[src/hw/rtl/c80dtu_pkg.sv]
// Shared types, opcode constants and decode functions for the 8080 data-transfer unit.
`timescale 1ns / 1ps

package c80dtu_pkg;

	localparam logic [7:0] OPC_XCHG  = 8'hEB;
	localparam logic [7:0] OPC_SHLD  = 8'h22;
	localparam logic [7:0] OPC_LHLD  = 8'h2A;
	localparam logic [7:0] OPC_STA   = 8'h32;
	localparam logic [7:0] OPC_LDA   = 8'h3A;
	localparam logic [7:0] OPC_STAXB = 8'h02;
	localparam logic [7:0] OPC_STAXD = 8'h12;
	localparam logic [7:0] OPC_LDAXB = 8'h0A;
	localparam logic [7:0] OPC_LDAXD = 8'h1A;
	localparam logic [7:0] OPC_HLT   = 8'h76;
	localparam logic [7:0] OPC_CALL  = 8'hCD;
	localparam logic [7:0] OPC_JMP   = 8'hC3;
	localparam logic [7:0] OPC_OUT   = 8'hD3;
	localparam logic [7:0] OPC_IN    = 8'hDB;

	localparam logic [7:0] MASK_RP   = 8'b11001111;
	localparam logic [7:0] MASK_DST  = 8'b11000111;
	localparam logic [7:0] MASK_PAIR = 8'b00110000;
	localparam logic [7:0] MASK_GRP  = 8'b11000000;

	localparam logic [7:0] PAT_LXI   = 8'h01;
	localparam logic [7:0] PAT_MVI   = 8'h06;
	localparam logic [7:0] PAT_ALUI  = 8'hC6;
	localparam logic [7:0] PAT_CCALL = 8'hC4;
	localparam logic [7:0] PAT_CJMP  = 8'hC2;
	localparam logic [7:0] PAT_MOV   = 8'h40;

	localparam logic [15:0] SP_RESET = 16'hFFFF;

	localparam logic [2:0] R_B = 3'd0;
	localparam logic [2:0] R_C = 3'd1;
	localparam logic [2:0] R_D = 3'd2;
	localparam logic [2:0] R_E = 3'd3;
	localparam logic [2:0] R_H = 3'd4;
	localparam logic [2:0] R_L = 3'd5;
	localparam logic [2:0] R_M = 3'd6;
	localparam logic [2:0] R_A = 3'd7;

	localparam logic [1:0] RP_BC = 2'd0;
	localparam logic [1:0] RP_DE = 2'd1;
	localparam logic [1:0] RP_HL = 2'd2;
	localparam logic [1:0] RP_SP = 2'd3;

	typedef enum logic [3:0] {
		CL_NONE,
		CL_XCHG,
		CL_SHLD,
		CL_LHLD,
		CL_STA,
		CL_LDA,
		CL_STAX,
		CL_LDAX,
		CL_LXI,
		CL_MVI_R,
		CL_MVI_M,
		CL_MOV_RR,
		CL_MOV_MR,
		CL_MOV_RM
	} op_class_t;

	typedef struct packed {
		logic        re;
		logic        we;
		logic [15:0] addr;
		logic [7:0]  wdata;
	} mem_req_t;

	typedef struct packed {
		logic [15:0] next_pc;
		logic [1:0]  instr_length;
		logic [2:0]  extra_cycles;
		logic [7:0]  acc_value;
		logic [15:0] hl_value;
		logic [15:0] sp_value;
		logic        mem_wrote;
		logic [15:0] write_address;
		logic [7:0]  write_data;
	} result_t;

	function automatic op_class_t decode_class(input logic [7:0] op);
		op_class_t cls;
		cls = CL_NONE;
		if (op == OPC_XCHG)
			cls = CL_XCHG;
		else if (op == OPC_SHLD)
			cls = CL_SHLD;
		else if (op == OPC_LHLD)
			cls = CL_LHLD;
		else if (op == OPC_STA)
			cls = CL_STA;
		else if (op == OPC_LDA)
			cls = CL_LDA;
		else if (op == OPC_STAXB || op == OPC_STAXD)
			cls = CL_STAX;
		else if (op == OPC_LDAXB || op == OPC_LDAXD)
			cls = CL_LDAX;
		else if ((op & MASK_RP) == PAT_LXI)
			cls = CL_LXI;
		else if ((op & MASK_DST) == PAT_MVI)
			cls = (op[5:3] == R_M) ? CL_MVI_M : CL_MVI_R;
		else if ((op & MASK_GRP) == PAT_MOV && op != OPC_HLT) begin
			if (op[5:3] == R_M)
				cls = CL_MOV_MR;
			else if (op[2:0] == R_M)
				cls = CL_MOV_RM;
			else
				cls = CL_MOV_RR;
		end
		return cls;
	endfunction

	function automatic logic [1:0] length_of(input logic [7:0] op);
		logic [1:0] len;
		len = 2'd1;
		if (op == OPC_CALL || op == OPC_JMP || op == OPC_SHLD || op == OPC_LHLD ||
		    op == OPC_STA || op == OPC_LDA || (op & MASK_DST) == PAT_CCALL ||
		    (op & MASK_DST) == PAT_CJMP || (op & MASK_RP) == PAT_LXI)
			len = 2'd3;
		else if (op == OPC_OUT || op == OPC_IN || (op & MASK_DST) == PAT_ALUI ||
		         (op & MASK_DST) == PAT_MVI)
			len = 2'd2;
		return len;
	endfunction

	function automatic logic [2:0] stall_of(input op_class_t cls);
		logic [2:0] st;
		unique case (cls)
			CL_MOV_MR, CL_MOV_RM, CL_MVI_R, CL_LDAX, CL_STAX: st = 3'd1;
			CL_MVI_M, CL_LXI:                                  st = 3'd2;
			CL_LDA, CL_STA:                                    st = 3'd3;
			CL_LHLD, CL_SHLD:                                  st = 3'd4;
			default:                                           st = 3'd0;
		endcase
		return st;
	endfunction

endpackage

[src/hw/rtl/c80dtu_exec.sv]
// Execute stage: register file, step sequencer and memory request generation.
`timescale 1ns / 1ps

module c80dtu_exec import c80dtu_pkg::*; (
	input  logic       clk,
	input  logic       arst_n,
	input  logic       in_valid,
	output logic       in_ready,
	input  logic [7:0] in_opcode,
	input  logic [7:0] in_low,
	input  logic [7:0] in_high,
	input  logic       clearing,
	output mem_req_t   mem_req,
	input  logic [7:0] mem_rdata,
	input  logic       res_free,
	output logic       res_fire,
	output result_t    res
);

	logic        valid_s1;
	logic [7:0]  op_s1;
	logic [7:0]  lo_s1;
	logic [7:0]  hi_s1;
	logic [1:0]  step_q;
	logic [7:0]  tmp_q;
	logic [7:0]  b_q, c_q, d_q, e_q, h_q, l_q, a_q;
	logic [15:0] sp_q;
	logic [15:0] pc_q;

	op_class_t   cls;
	logic [2:0]  dst;
	logic [2:0]  src;
	logic [1:0]  rp;
	logic [15:0] imm;
	logic [15:0] imm_inc;
	logic [15:0] hl;
	logic [15:0] pair;
	logic [7:0]  src_val;
	logic        last;
	logic        go;
	logic        accept;
	logic        is_write;
	mem_req_t    req;
	logic [7:0]  b_n, c_n, d_n, e_n, h_n, l_n, a_n;
	logic [15:0] sp_n;
	logic [7:0]  dst_val;
	logic        dst_wr;

	assign cls     = decode_class(op_s1);
	assign dst     = op_s1[5:3];
	assign src     = op_s1[2:0];
	assign rp      = op_s1[5:4];
	assign imm     = {hi_s1, lo_s1};
	assign imm_inc = imm + 16'd1;
	assign hl      = {h_q, l_q};
	assign pair    = op_s1[4] ? {d_q, e_q} : {b_q, c_q};

	always_comb begin
		unique case (src)
			R_B:     src_val = b_q;
			R_C:     src_val = c_q;
			R_D:     src_val = d_q;
			R_E:     src_val = e_q;
			R_H:     src_val = h_q;
			R_L:     src_val = l_q;
			R_A:     src_val = a_q;
			default: src_val = 8'd0;
		endcase
	end

	always_comb begin
		case (cls)
			CL_LHLD:                                last = (step_q == 2'd2);
			CL_SHLD, CL_LDA, CL_LDAX, CL_MOV_RM:    last = (step_q == 2'd1);
			default:                                last = 1'b1;
		endcase
	end

	assign go       = valid_s1 && (!last || res_free);
	assign res_fire = valid_s1 && last && res_free;
	assign in_ready = !clearing && (!valid_s1 || res_fire);
	assign accept   = in_valid && in_ready;

	always_comb begin
		req       = '0;
		is_write  = 1'b0;
		case (cls)
			CL_SHLD: begin
				req.we    = 1'b1;
				req.addr  = (step_q == 2'd0) ? imm : imm_inc;
				req.wdata = (step_q == 2'd0) ? l_q : h_q;
				is_write  = 1'b1;
			end
			CL_LHLD: begin
				req.re   = (step_q != 2'd2);
				req.addr = (step_q == 2'd0) ? imm : imm_inc;
			end
			CL_STA: begin
				req.we    = 1'b1;
				req.addr  = imm;
				req.wdata = a_q;
				is_write  = 1'b1;
			end
			CL_LDA: begin
				req.re   = (step_q == 2'd0);
				req.addr = imm;
			end
			CL_STAX: begin
				req.we    = 1'b1;
				req.addr  = pair;
				req.wdata = a_q;
				is_write  = 1'b1;
			end
			CL_LDAX: begin
				req.re   = (step_q == 2'd0);
				req.addr = pair;
			end
			CL_MVI_M: begin
				req.we    = 1'b1;
				req.addr  = hl;
				req.wdata = lo_s1;
				is_write  = 1'b1;
			end
			CL_MOV_MR: begin
				req.we    = 1'b1;
				req.addr  = hl;
				req.wdata = src_val;
				is_write  = 1'b1;
			end
			CL_MOV_RM: begin
				req.re   = (step_q == 2'd0);
				req.addr = hl;
			end
			default: ;
		endcase
	end

	always_comb begin
		mem_req    = req;
		mem_req.we = req.we && go;
		mem_req.re = req.re && go;
	end

	always_comb begin
		dst_wr  = 1'b0;
		dst_val = 8'd0;
		case (cls)
			CL_MVI_R: begin
				dst_wr  = 1'b1;
				dst_val = lo_s1;
			end
			CL_MOV_RR: begin
				dst_wr  = 1'b1;
				dst_val = src_val;
			end
			CL_MOV_RM: begin
				dst_wr  = 1'b1;
				dst_val = mem_rdata;
			end
			default: ;
		endcase
	end

	always_comb begin
		b_n  = b_q;
		c_n  = c_q;
		d_n  = d_q;
		e_n  = e_q;
		h_n  = h_q;
		l_n  = l_q;
		a_n  = a_q;
		sp_n = sp_q;
		case (cls)
			CL_XCHG: begin
				d_n = h_q;
				e_n = l_q;
				h_n = d_q;
				l_n = e_q;
			end
			CL_LHLD: begin
				l_n = tmp_q;
				h_n = mem_rdata;
			end
			CL_LDA, CL_LDAX: a_n = mem_rdata;
			CL_LXI: begin
				unique case (rp)
					RP_BC: begin
						b_n = hi_s1;
						c_n = lo_s1;
					end
					RP_DE: begin
						d_n = hi_s1;
						e_n = lo_s1;
					end
					RP_HL: begin
						h_n = hi_s1;
						l_n = lo_s1;
					end
					RP_SP: sp_n = imm;
					default: ;
				endcase
			end
			default: ;
		endcase
		if (dst_wr) begin
			unique case (dst)
				R_B:     b_n = dst_val;
				R_C:     c_n = dst_val;
				R_D:     d_n = dst_val;
				R_E:     e_n = dst_val;
				R_H:     h_n = dst_val;
				R_L:     l_n = dst_val;
				R_A:     a_n = dst_val;
				default: ;
			endcase
		end
	end

	always_comb begin
		res.instr_length  = length_of(op_s1);
		res.next_pc       = pc_q + {14'd0, res.instr_length};
		res.extra_cycles  = stall_of(cls);
		res.acc_value     = a_n;
		res.hl_value      = {h_n, l_n};
		res.sp_value      = sp_n;
		res.mem_wrote     = is_write;
		res.write_address = 16'd0;
		res.write_data    = 8'd0;
		if (is_write) begin
			res.write_address = (cls == CL_SHLD) ? imm : req.addr;
			res.write_data    = (cls == CL_SHLD) ? l_q : req.wdata;
		end
	end

	always_ff @(posedge clk or negedge arst_n) begin
		if (!arst_n) begin
			valid_s1 <= 1'b0;
			step_q   <= 2'd0;
			b_q      <= 8'd0;
			c_q      <= 8'd0;
			d_q      <= 8'd0;
			e_q      <= 8'd0;
			h_q      <= 8'd0;
			l_q      <= 8'd0;
			a_q      <= 8'd0;
			sp_q     <= SP_RESET;
			pc_q     <= 16'd0;
		end else begin
			if (accept) begin
				valid_s1 <= 1'b1;
				step_q   <= 2'd0;
			end else if (res_fire) begin
				valid_s1 <= 1'b0;
			end else if (go) begin
				step_q <= step_q + 2'd1;
			end
			if (res_fire) begin
				b_q  <= b_n;
				c_q  <= c_n;
				d_q  <= d_n;
				e_q  <= e_n;
				h_q  <= h_n;
				l_q  <= l_n;
				a_q  <= a_n;
				sp_q <= sp_n;
				pc_q <= res.next_pc;
			end
		end
	end

	always_ff @(posedge clk) begin
		if (accept) begin
			op_s1 <= in_opcode;
			lo_s1 <= in_low;
			hi_s1 <= in_high;
		end
		if (go && !last)
			tmp_q <= mem_rdata;
	end

endmodule

[config.mk]
export PLATFORM = sky130hd
export DESIGN_NAME = c80dtu_exec
export DESIGN_NICKNAME = d
export VERILOG_FILES = /design/src/hw/rtl/c80dtu_pkg.sv /design/src/hw/rtl/c80dtu_exec.sv
export SDC_FILE = /design/constraint.sdc
export NUM_CORES = 1
export LEC_CHECK = 0
export ABC_AREA = 1
export BUFFER_PORTS_ARGS = -buffer_cell sky130_fd_sc_hd__buf_2
export CAP_MARGIN = 5
export CELL_PAD_IN_SITES_DETAIL_PLACEMENT = 1
export CELL_PAD_IN_SITES_GLOBAL_PLACEMENT = 2
export CORE_UTILIZATION = 32
export DETAILED_ROUTE_END_ITERATION = 8
export HOLD_SLACK_MARGIN = 0.08
export PLACE_DENSITY_LB_ADDON = 0.2
export SETUP_SLACK_MARGIN = 0.15
export SKIP_LAST_GASP = 1
export SLEW_MARGIN = 10
export SYNTH_ARGS = -nofsm -noshare
export SYNTH_HDL_FRONTEND = slang
export SYNTH_SLANG_ARGS = --single-unit
[constraint.sdc]
create_clock -name clk -period 3.89 [get_ports clk]
set_clock_uncertainty 0.15 [all_clocks]
set_input_delay 0.778 -clock clk [delete_from_list [all_inputs] [get_ports clk]]
set_output_delay 0.778 -clock clk [all_outputs]
set_load 0.02 [all_outputs]
==> results of run 1 <==
per-layer routing:
metal	share of wire (%)	vias up	GRT usage [%]
met3	7.2	102	4.74
li1	-	4956	-
met1	43	5492	43.9
met2	46	469	51.8
met4	4.1	0	12.0
met5	0	-	0
sequential cells by signal, indices dropped and copies added (netlist names):
| name | cells |
|---|---|
| b_q | 8 |
| hi_s1 | 8 |
| op_s1 | 8 |
| lo_s1 | 8 |
| h_q | 8 |
| a_q | 8 |
| l_q | 8 |
| e_q | 8 |
| valid_s1 | 1 |
| tmp_q | 8 |
| step_q | 2 |
| pc_q | 16 |
| d_q | 8 |
| c_q | 8 |
| sp_q | 16 |
final timing paths:
check | endpoint | slack, ns | cells past startpoint
max | res[84] | -0.08 | 17
min | pc_q[2]$_DFFE_PN0P_ | 0.17 | 1
max reg2reg | l_q[3]$_DFFE_PN0P_ | 0.66 | 17
min reg2reg | b_q[7]$_DFFE_PN0P_ | 0.34 | 2
max in group asynchronous | h_q[4]$_DFFE_PN0P_ | 2.66 | 2
min in group clk | b_q[7]$_DFFE_PN0P_ | 0.34 | 2
area by class of cell:
type,instances,area [um^2],area share (%)
inverter,177,697,5.52
timing repair buffer,293,2050,16.2
clock inverter,14,208,1.64
clock buffer,18,429,3.40
multi-input combinational,969,5520,43.7
sequential,123,3260,25.8
tap,378,473,3.74
cells in the mapped netlist, types with 7 or more instances:
library cell	instances
o2111ai_1	18
clkbuf_1	37
buf_2	17
xor2_1	14
a22oi_1	9
nor3_1	11
o22ai_1	19
inv_1	171
dfstp_2	16
o211ai_1	23
nand2_2	8
edfxtp_1	32
nand4_1	9
nand3_1	53
o21ai_0	218
o21bai_1	7
nand2_1	335
nor2_1	82
a21oi_1	103
dfrtp_1	75
o21ai_1	19
repair_timing:
action / 4_1_cts / 5_1_grt
setup buffers: 19 / 52
hold endpoints to repair: 0 / 0
gates cloned: 0 / 3
pin swaps: 7 / 43
hold buffers: 0 / 0
gates resized for setup: 70 / 174
setup endpoints to repair: 72 / 96
power groups by stage:
| stage | combinational, mW | sequential (mW) | clock (mW) |
|---|---|---|---|
| 2_1_floorplan | 1.43 | 1.86 | 0 |
| 3_3_place_gp | 2.16 | 2.01 | 0 |
| 3_5_place_dp | 2.21 | 2.02 | 0 |
| 4_1_cts | 2.30 | 2.01 | 1.84 |
| 5_1_grt | 2.79 | 2.05 | 1.89 |
| 6_report | 2.58 | 2.03 | 1.83 |
metrics by stage:
stage          total power [mW]  hold WS, ns
3_3_place_gp               4.18        0.321
4_1_cts                    6.15        0.179
3_5_place_dp               4.23        0.334
5_1_grt                    6.74        0.207
2_1_floorplan              3.28        0.303
6_report                   6.43        0.172
cells by family after synthesis:
logic type | after synthesis | share of synthesized area [%]
xor+xnor | 15 | 1.45
flops | 123 | 36.1
simple gates | 519 | 24.2
buf+inv | 242 | 11.0
fa+ha+maj | 6 | 0.914
compound gates | 429 | 26.3
==> flow_summary.yaml, run 1 <==
power_and_ir_drop:
  seqPwrFrac_pct: 31.5
  power.leakage_nw: 5.83
  power_density_nw_per_um2: 509
  swShare_pct: 44.0
  switchingPower_mw: 2.83
  internal_power_mw: 3.60
  combPwrFrac_pct: 40.1
  irDropWorstVdd_mv: 0.242
  power.share.clock_pct: 28.4
timing:
  final.setup.tns_ns: -0.202
  tightest_slew_ns: 0.820
  hold_viol_final: 0
  drv_slew: 0
  slew_headroom_pct: 45.1
  period_share_pct: 102
  setup_viol: 4
  layout_min_cycle_time_ns: 3.97
  fin_ws_ns: -0.0794
  clock.fmax_mhz: 252
  rsz0062_at_grt: "true"
layout:
  fin_nets: 1624
  final_cell_area_um2: 12600
  drive_above_1_share_pct: 31.2
  layout_common_cells: "nand2_1 (306), o21ai_0 (203), inv_1 (157)"
  postLayoutCoreUtil_pct: 45.5
  layout_commonest_cell: "nand2_1"
  layout.cells.non_filler: 1972
  diodes: 0
  syn_to_final_growth_pct: 39.8
  fillers: 3517
worst_setup_path:
  cp_data_arrival_time_ns: 3.04
  slowest_delay_ns: 0.43
  cp-startpoint: "op_s1[1]$_DFFE_PP_"
  critPathLaunchType: "flip-flop"
  crit_path_max_fanout: 3
  cp_num_buf_inv: 2
  crit_type: "reg2out"
  worst_path_most_repeated_cell: "nand2_2"
  required_ns: 2.96
  end_kind: "primary output"
  cpMaxStageDelayCell: "edfxtp_1"
  cp_cell_sequence: "buf_6, nor2_4, nand2_2, a21oi_2, o21ai_1, nand3_1, nand2_2, o2111ai_4, fa_2, nand3_2, nor2_2, nand4_1, nor2_1, nand2_2, nor3_4, xor2_2, buf_4"
  reg2reg_from: "op_s1[1]$_DFFE_PP_"
  critPathTopFamily: "simple AND/OR/NAND/NOR gates"
run_status:
  status: "finished, violations left"
  violations: "setup timing"
place:
  dp_cells: 1866
  dpl.hpwl_mm: 34.7
  place_area_um2: 10600
  place_congestion: 0.949
  place_ws_ns: 0.0693
  io_buffers: 150
worst_hold_path:
  min_path_type: "in2async"
synth:
  syn-num-nets: 1377
  seq_area_frac_synth_pct: 36.1
  synthArstFlopShare_pct: 74.0
  synth_top_area_share_pct: 20.8
  avgSynthCellArea_um2: 6.77
  synth_edf_count: 32
  yosys_warnings: 0
  synth.distinct_cells: 44
  syn_inst: 1334
  ys_seq_elements: 123
  synth_area_um2: 9040
  synthTopCellsByArea: "dfrtp_1 (21%), nand2_1 (14%), o21ai_0 (12%)"
  synthFlopType: "dfrtp_1"
  yosys.area.top_type: "dfrtp_1"
global_routing:
  grt_usage_pct: 32.3
  overflow: 0
  grt_pass1_vias: 10616
  grt_pass1_wl_mm: 68.5
  grt_max_degree: 77
  antenna_found_initial: 1
drt:
  ant_nets: 0
  vias_per_cell: 5.59
  drtPass1Iterations: 5
  post_drt_wl_per_cell_um: 24.1
  drtIter0Drc: 911
  drc: 0
  vias: 11019
  drt-total-wl_mm: 47.6
clock_tree:
  cts_tree: "done"
  cts_buffers: 17
  clockBufferDepth: 2
  root_buffer: "clkbuf_16"
  worstSkewPairLatency_ns: 0.44
  cts_sinks: 123
  clkTransAtPathRegs_ns: 0.07
  h-tree-depth: 4
floorplanning:
  initial_core_util_pct: 32.5
  die_width_um: 170
  core_um2: 27800
  io_pins: 151
  dieArea_um2: 28900
  die_height_um: 170
  row_count: 61
flow_run:
  drv_cap: 0
Power figures use the tool's default switching activity.
==> inputs of run 2 (changes only) <==
--- a/config.mk
+++ b/config.mk
@@ -5,12 +5,12 @@
 export SDC_FILE = /design/constraint.sdc
 export NUM_CORES = 1
 export LEC_CHECK = 0
-export ABC_AREA = 1
 export BUFFER_PORTS_ARGS = -buffer_cell sky130_fd_sc_hd__buf_2
 export CAP_MARGIN = 5
 export CELL_PAD_IN_SITES_DETAIL_PLACEMENT = 1
 export CELL_PAD_IN_SITES_GLOBAL_PLACEMENT = 2
-export CORE_UTILIZATION = 32
+export CORE_ASPECT_RATIO = 1.25
+export CORE_UTILIZATION = 36
 export DETAILED_ROUTE_END_ITERATION = 8
 export HOLD_SLACK_MARGIN = 0.08
 export PLACE_DENSITY_LB_ADDON = 0.2
==> flow_summary.yaml, run 2 <==
floorplanning:
  die_height_um: 185
  die_width_um: 148
  row_count: 66
  initial_core_util_pct: 36.9
  dieArea_um2: 27400
  io_pins: 151
  core_um2: 26100
timing:
  rsz0062_at_grt: "true"
  hold_viol_final: 0
  period_share_pct: 105
  drv_slew: 0
  setup_viol: 10
  fin_ws_ns: -0.190
  clock.fmax_mhz: 245
  slew_headroom_pct: 37.5
  layout_min_cycle_time_ns: 4.08
  tightest_slew_ns: 0.937
clock_tree:
  cts_sinks: 123
  h-tree-depth: 4
  cts_buffers: 17
  worstSkewPairLatency_ns: 0.44
  clkTransAtPathRegs_ns: 0.07
  clockBufferDepth: 2
  cts_tree: "done"
  root_buffer: "clkbuf_16"
global_routing:
  grt_pass1_vias: 10121
  overflow: 0
  grt_usage_pct: 31.9
  antenna_found_initial: 1
  grt_pass1_wl_mm: 64.7
  grt_max_degree: 62
place:
  place_area_um2: 11200
  place_congestion: 0.940
  place_ws_ns: 0.0381
  dpl.hpwl_mm: 31.2
  io_buffers: 150
worst_setup_path:
  cp_cell_sequence: "or3_4, nor3_4, a21oi_2, o211ai_1, buf_4, ha_4, a21o_1, and4_4, buf_4, and3_4, xor2_2, buf_6"
  critPathTopFamily: "simple AND/OR/NAND/NOR gates"
  worst_path_most_repeated_cell: "buf_4"
  crit_type: "reg2out"
  cp_data_arrival_time_ns: 3.15
  cp_num_buf_inv: 3
  required_ns: 2.96
  crit_path_max_fanout: 6
  cpMaxStageDelayCell: "edfxtp_1"
  reg2reg_depth: 10
  cp_num_cells: 12
  critPathLaunchType: "flip-flop"
  end_kind: "primary output"
  slowest_delay_ns: 0.47
power_and_ir_drop:
  power_density_nw_per_um2: 480
  power.leakage_nw: 5.79
  irDropWorstVdd_mv: 0.370
  power_mw: 6.18
drt:
  vias_per_cell: 6.21
  drc: 0
  ant_nets: 0
  drtPass1Iterations: 6
  post_drt_wl_per_cell_um: 27.0
  drt-total-wl_mm: 44.2
  vias: 10168
  drtIter0Drc: 790
synth:
  synth_commonest_cells: "nand2_1 (102), nor2_1 (83), dfrtp_1 (75)"
  ys_seq_elements: 123
  yosys.area.top_type: "dfrtp_1"
  seq_area_frac_synth_pct: 33.9
  syn-num-nets: 1108
  synthAdderAreaFrac_pct: 0.859
  avgSynthCellArea_um2: 9.03
  synth-xor-area-share_pct: 4.18
  synth_top_family_by_area: "compound AO/OA/AOI/OAI gates"
  yosys_warnings: 0
  synth.distinct_cells: 78
  synth_top_area_share_pct: 19.5
  synthTopCellsByArea: "dfrtp_1 (20%), edfxtp_1 (10%), mux2i_1 (6.7%)"
  synth_edf_count: 32
  synthArstFlopShare_pct: 74.0
  synthMuxAreaShare_pct: 12.2
  synthFlopType: "dfrtp_1"
  synth_area_um2: 9620
  yosysMostFrequentCell: "nand2_1"
  synth_compound_area_share_pct: 27.9
  synth-simple-area-share_pct: 15.6
  syn_inst: 1065
layout:
  syn_to_final_growth_pct: 34.1
  layout_commonest_cell: "buf_4"
  final_cell_area_um2: 12900
  diodes: 0
  biggestRegsByFlops: "pc_q x16, sp_q x16"
  layout_common_cells: "buf_4 (138), buf_2 (123), nand2_1 (98)"
  fin_nets: 1327
  drive_above_1_share_pct: 38.5
run_status:
  status: "finished, violations left"
  violations: "setup timing"
worst_hold_path:
  min_path_type: "in2async"
flow_run:
  drv_cap: 0
## run 2: power breakdown
part | switching [mW] | leakage [nW] | internal [mW]
Combinational | 1.35 | 4.05 | 1.05
Sequential | 0.390 | 1.43 | 1.62
Clock | 0.696 | 0.304 | 1.08
Total | 2.43 | 5.79 | 3.75
## run 2: cell families after synthesis
logic type / Yosys count
xor+xnor: 45
mux: 107
simple gates: 307
flops: 123
fa+ha+maj: 6
compound gates: 363
buf+inv: 114
## run 2: worst paths after layout
kind / from / endpoint / slack [ns]
setup / recovery: op_s1[7]$_DFFE_PP_ / res[77] / -0.19
hold / removal: arst_n / l_q[4]$_DFFE_PN0P_ / 0.31
setup reg to reg: op_s1[0]$_DFFE_PP_ / pc_q[1]$_DFFE_PN0P_ / 0.69
hold reg to reg: c_q[1]$_DFFE_PN0P_ / c_q[1]$_DFFE_PN0P_ / 0.39
max in group asynchronous: arst_n / sp_q[15]$_DFFE_PN1P_ / 2.33
min in group clk: in_opcode[7] / op_s1[7]$_DFFE_PP_ / 0.36
## run 2: repair_timing
action | CTS | global route
setup endpoints to repair | 77 | 83
gates resized for setup | 63 | 93
pin swaps | 19 | 14
cloned | 1 | 1
setup buffers | 25 | 33
hold buffers | 0 | 0
## run 2: layout make-up
type | count | area (um^2)
Fill cell | 2999 | 13200
Multi-Input combinational cell | 829 | 6380
Sequential cell | 123 | 3260
Timing Repair Buffer | 300 | 2160
Clock buffer | 19 | 433
Tap cell | 340 | 425
Clock inverter | 13 | 190
Inverter | 13 | 51.3
## run 2: worst reg2reg max path, stage by stage (launching register included)
cell	delay, ns
edfxtp_1	0.51
buf_8	0.24
and3b_2	0.31
xnor2_2	0.17
buf_6	0.16
a211oi_4	0.26
a22o_2	0.24
nor2_8	0.08
inv_4	0.06
buf_4	0.51
mux2_4	0.40
## run 2: routing by layer
layer / GRT usage, % / vias to the layer above / share of wire, %
met5: 0 / - / 0
met2: 51.1 / 453 / 47
met3: 5.05 / 92 / 6.0
met1: 41.7 / 5148 / 43
met4: 15.2 / 0 / 4.1
li1: - / 4475 / -
## run 2: stage by stage
| step | utilization, % | TNS (ns) | hold WS [ns] | cells |
|---|---|---|---|---|
| 6_report | 49.4 | -1.14 | 0.308 | 1637 |
| 5_1_grt | 49.4 | -2.71 | 0.354 | 1637 |
| 4_1_cts | 46.9 | -0.702 | 0.350 | 1603 |
| 3_3_place_gp | 42.8 | 0 | 0.351 | 1545 |
| 2_1_floorplan | - | 0 | 0.315 | 1065 |
| 3_5_place_dp | 42.8 | 0 | 0.359 | 1545 |
==> inputs of run 3 (changes only) <==
--- a/config.mk
+++ b/config.mk
@@ -10,6 +10,7 @@
 export CELL_PAD_IN_SITES_DETAIL_PLACEMENT = 1
 export CELL_PAD_IN_SITES_GLOBAL_PLACEMENT = 2
 export CORE_ASPECT_RATIO = 1.25
+export CORE_MARGIN = 4
 export CORE_UTILIZATION = 36
 export DETAILED_ROUTE_END_ITERATION = 8
 export HOLD_SLACK_MARGIN = 0.08
==> flow_summary.yaml, run 3 (synthesis gave the netlist of run 2 again) <==
run_status:
  status: "finished, violations left"
  violations: "setup timing"
worst_setup_path:
  worst_path_most_repeated_cell: "and3_4"
  end_kind: "primary output"
  cpMaxStageDelayCell: "edfxtp_1"
  r2r_setup_slack_ns: 0.58
  reg2reg_from: "op_s1[4]$_DFFE_PP_"
  crit_type: "reg2out"
  crit_path_max_fanout: 8
  reg2reg_depth: 12
  cp_data_arrival_time_ns: 3.15
  critPathLaunchType: "flip-flop"
  cp_cell_sequence: "buf_6, clkinvlp_4, nor4_4, o21ai_4, buf_4, ha_2, fa_2, and3_4, and3_4, and3_4, xor2_2, buf_6"
  required_ns: 2.96
  reg2reg_to: "d_q[7]$_DFFE_PN0P_"
  slowest_delay_ns: 0.37
layout:
  drive_above_1_share_pct: 43.2
  syn_to_final_growth_pct: 41.6
  fin_nets: 1369
  layout_commonest_cell: "buf_4"
  biggestRegsByFlops: "pc_q x16, sp_q x16"
  layout_common_cells: "buf_4 (181), buf_2 (104), nand2_1 (95)"
  diodes: 0
timing:
  final.setup.tns_ns: -0.747
  slew_headroom_pct: 43.0
  tightest_slew_ns: 0.848
  layout_min_cycle_time_ns: 4.08
  hold_viol_final: 0
  drv_slew: 0
  fin_ws_ns: -0.187
  clock.fmax_mhz: 245
  period_share_pct: 105
  rsz0062_at_grt: "true"
  setup_viol: 10
clock_tree:
  cts_buffers: 17
  worstSkewPairLatency_ns: 0.43
  cts_sinks: 123
  root_buffer: "clkbuf_16"
  h-tree-depth: 4
  cts_tree: "done"
  clkTransAtPathRegs_ns: 0.06
  clockBufferDepth: 2
floorplanning:
  dieArea_um2: 29400
  die_width_um: 154
  core_um2: 26200
  io_pins: 151
  die_height_um: 191
  initial_core_util_pct: 36.7
  row_count: 66
drt:
  post_drt_wl_per_cell_um: 27.5
  drc: 0
  ant_nets: 0
  drtPass1Iterations: 6
  drtIter0Drc: 932
  vias_per_cell: 6.24
  drt-total-wl_mm: 46.2
  vias: 10485
power_and_ir_drop:
  power.leakage_nw: 6.06
  power_density_nw_per_um2: 458
  irDropWorstVdd_mv: 0.342
global_routing:
  antenna_found_initial: 0
  grt_pass1_wl_mm: 66.2
  overflow: 0
  grt_usage_pct: 29.2
  grt_max_degree: 60
  grt_pass1_vias: 10455
place:
  place_ws_ns: 0.216
  io_buffers: 150
  dpl.hpwl_mm: 32.6
  place_congestion: 0.898
flow_run:
  drv_cap: 0
worst_hold_path:
  min_path_type: "in2async"
run 3: cell count changes in the layout (fill, tap and decap cells not counted), moves of 6 or more:
cell,before,now
a21oi_1,55,47
a21oi_2,6,13
buf_2,123,104
buf_4,138,181
buf_6,29,45
mux2_2,24,30
mux2_4,18,12
nor2_1,72,63
nor2_4,6,12
run 3: cell type report:
cell class / instances / area [um^2]
inverter: 13 / 55.1
sequential: 123 / 3260
fill: 2945 / 12600
clock inverter: 7 / 139
tap: 340 / 425
timing repair buffer: 343 / 2630
clock buffer: 25 / 495
multi-input combinational: 828 / 6610
run 3: routing by layer:
layer | wire length (um) | vias to the layer above | global-route usage (%)
met5 | 0 | - | 0
met3 | 3450 | 120 | 6.22
met2 | 22000 | 500 | 46.9
met4 | 2020 | 0 | 12.1
li1 | - | 4562 | -
met1 | 18800 | 5303 | 38.2
run 3: worst max-delay path by stage:
stage,start,to,cells after the start
floorplan,op_s1[6]$_DFFE_PP_,res[85],12
global placement,op_s1[7]$_DFFE_PP_,res[80],12
detailed placement,op_s1[1]$_DFFE_PP_,mem_req[24],8
CTS,op_s1[6]$_DFFE_PP_,res[80],11
global route,op_s1[5]$_DFFE_PP_,res[85],12
finish,op_s1[2]$_DFFE_PP_,res[80],12
run 3: stage by stage:
stage | hold slack [ns] | area [um^2] | power (mW) | utilization [%] | cells
6_report | 0.158 | 13600 | 6.23 | 52.0 | 1679
5_1_grt | 0.178 | 13600 | 6.50 | 52.0 | 1679
4_1_cts | 0.165 | 12500 | 5.99 | 47.7 | 1624
3_5_place_dp | 0.351 | 11300 | 4.14 | 43.2 | 1559
3_3_place_gp | 0.352 | 11300 | 4.10 | 43.2 | 1559
2_1_floorplan | 0.315 | 9780 | 3.27 | - | 1065
run 3: critical path, delay by kind of cell, from the launching register on:
kind	cells	cell delay [ns]
compound gates	1	0.10
xor+xnor	1	0.14
fa+ha+maj	2	0.55
buf+inv	4	0.60
flops	1	0.37
simple gates	4	0.94
run 3: what timing repair did:
item	in CTS	in global routing
hold buffers	0	0
gates resized for setup	76	173
setup endpoints to repair	77	93
pin swaps	24	72
setup buffers	32	54
cloned	1	1
run 3: power breakdown:
group	total, mW	internal (mW)	switching [mW]
Combinational	2.47	1.07	1.40
Sequential	2.00	1.62	0.374
Clock	1.76	1.14	0.620
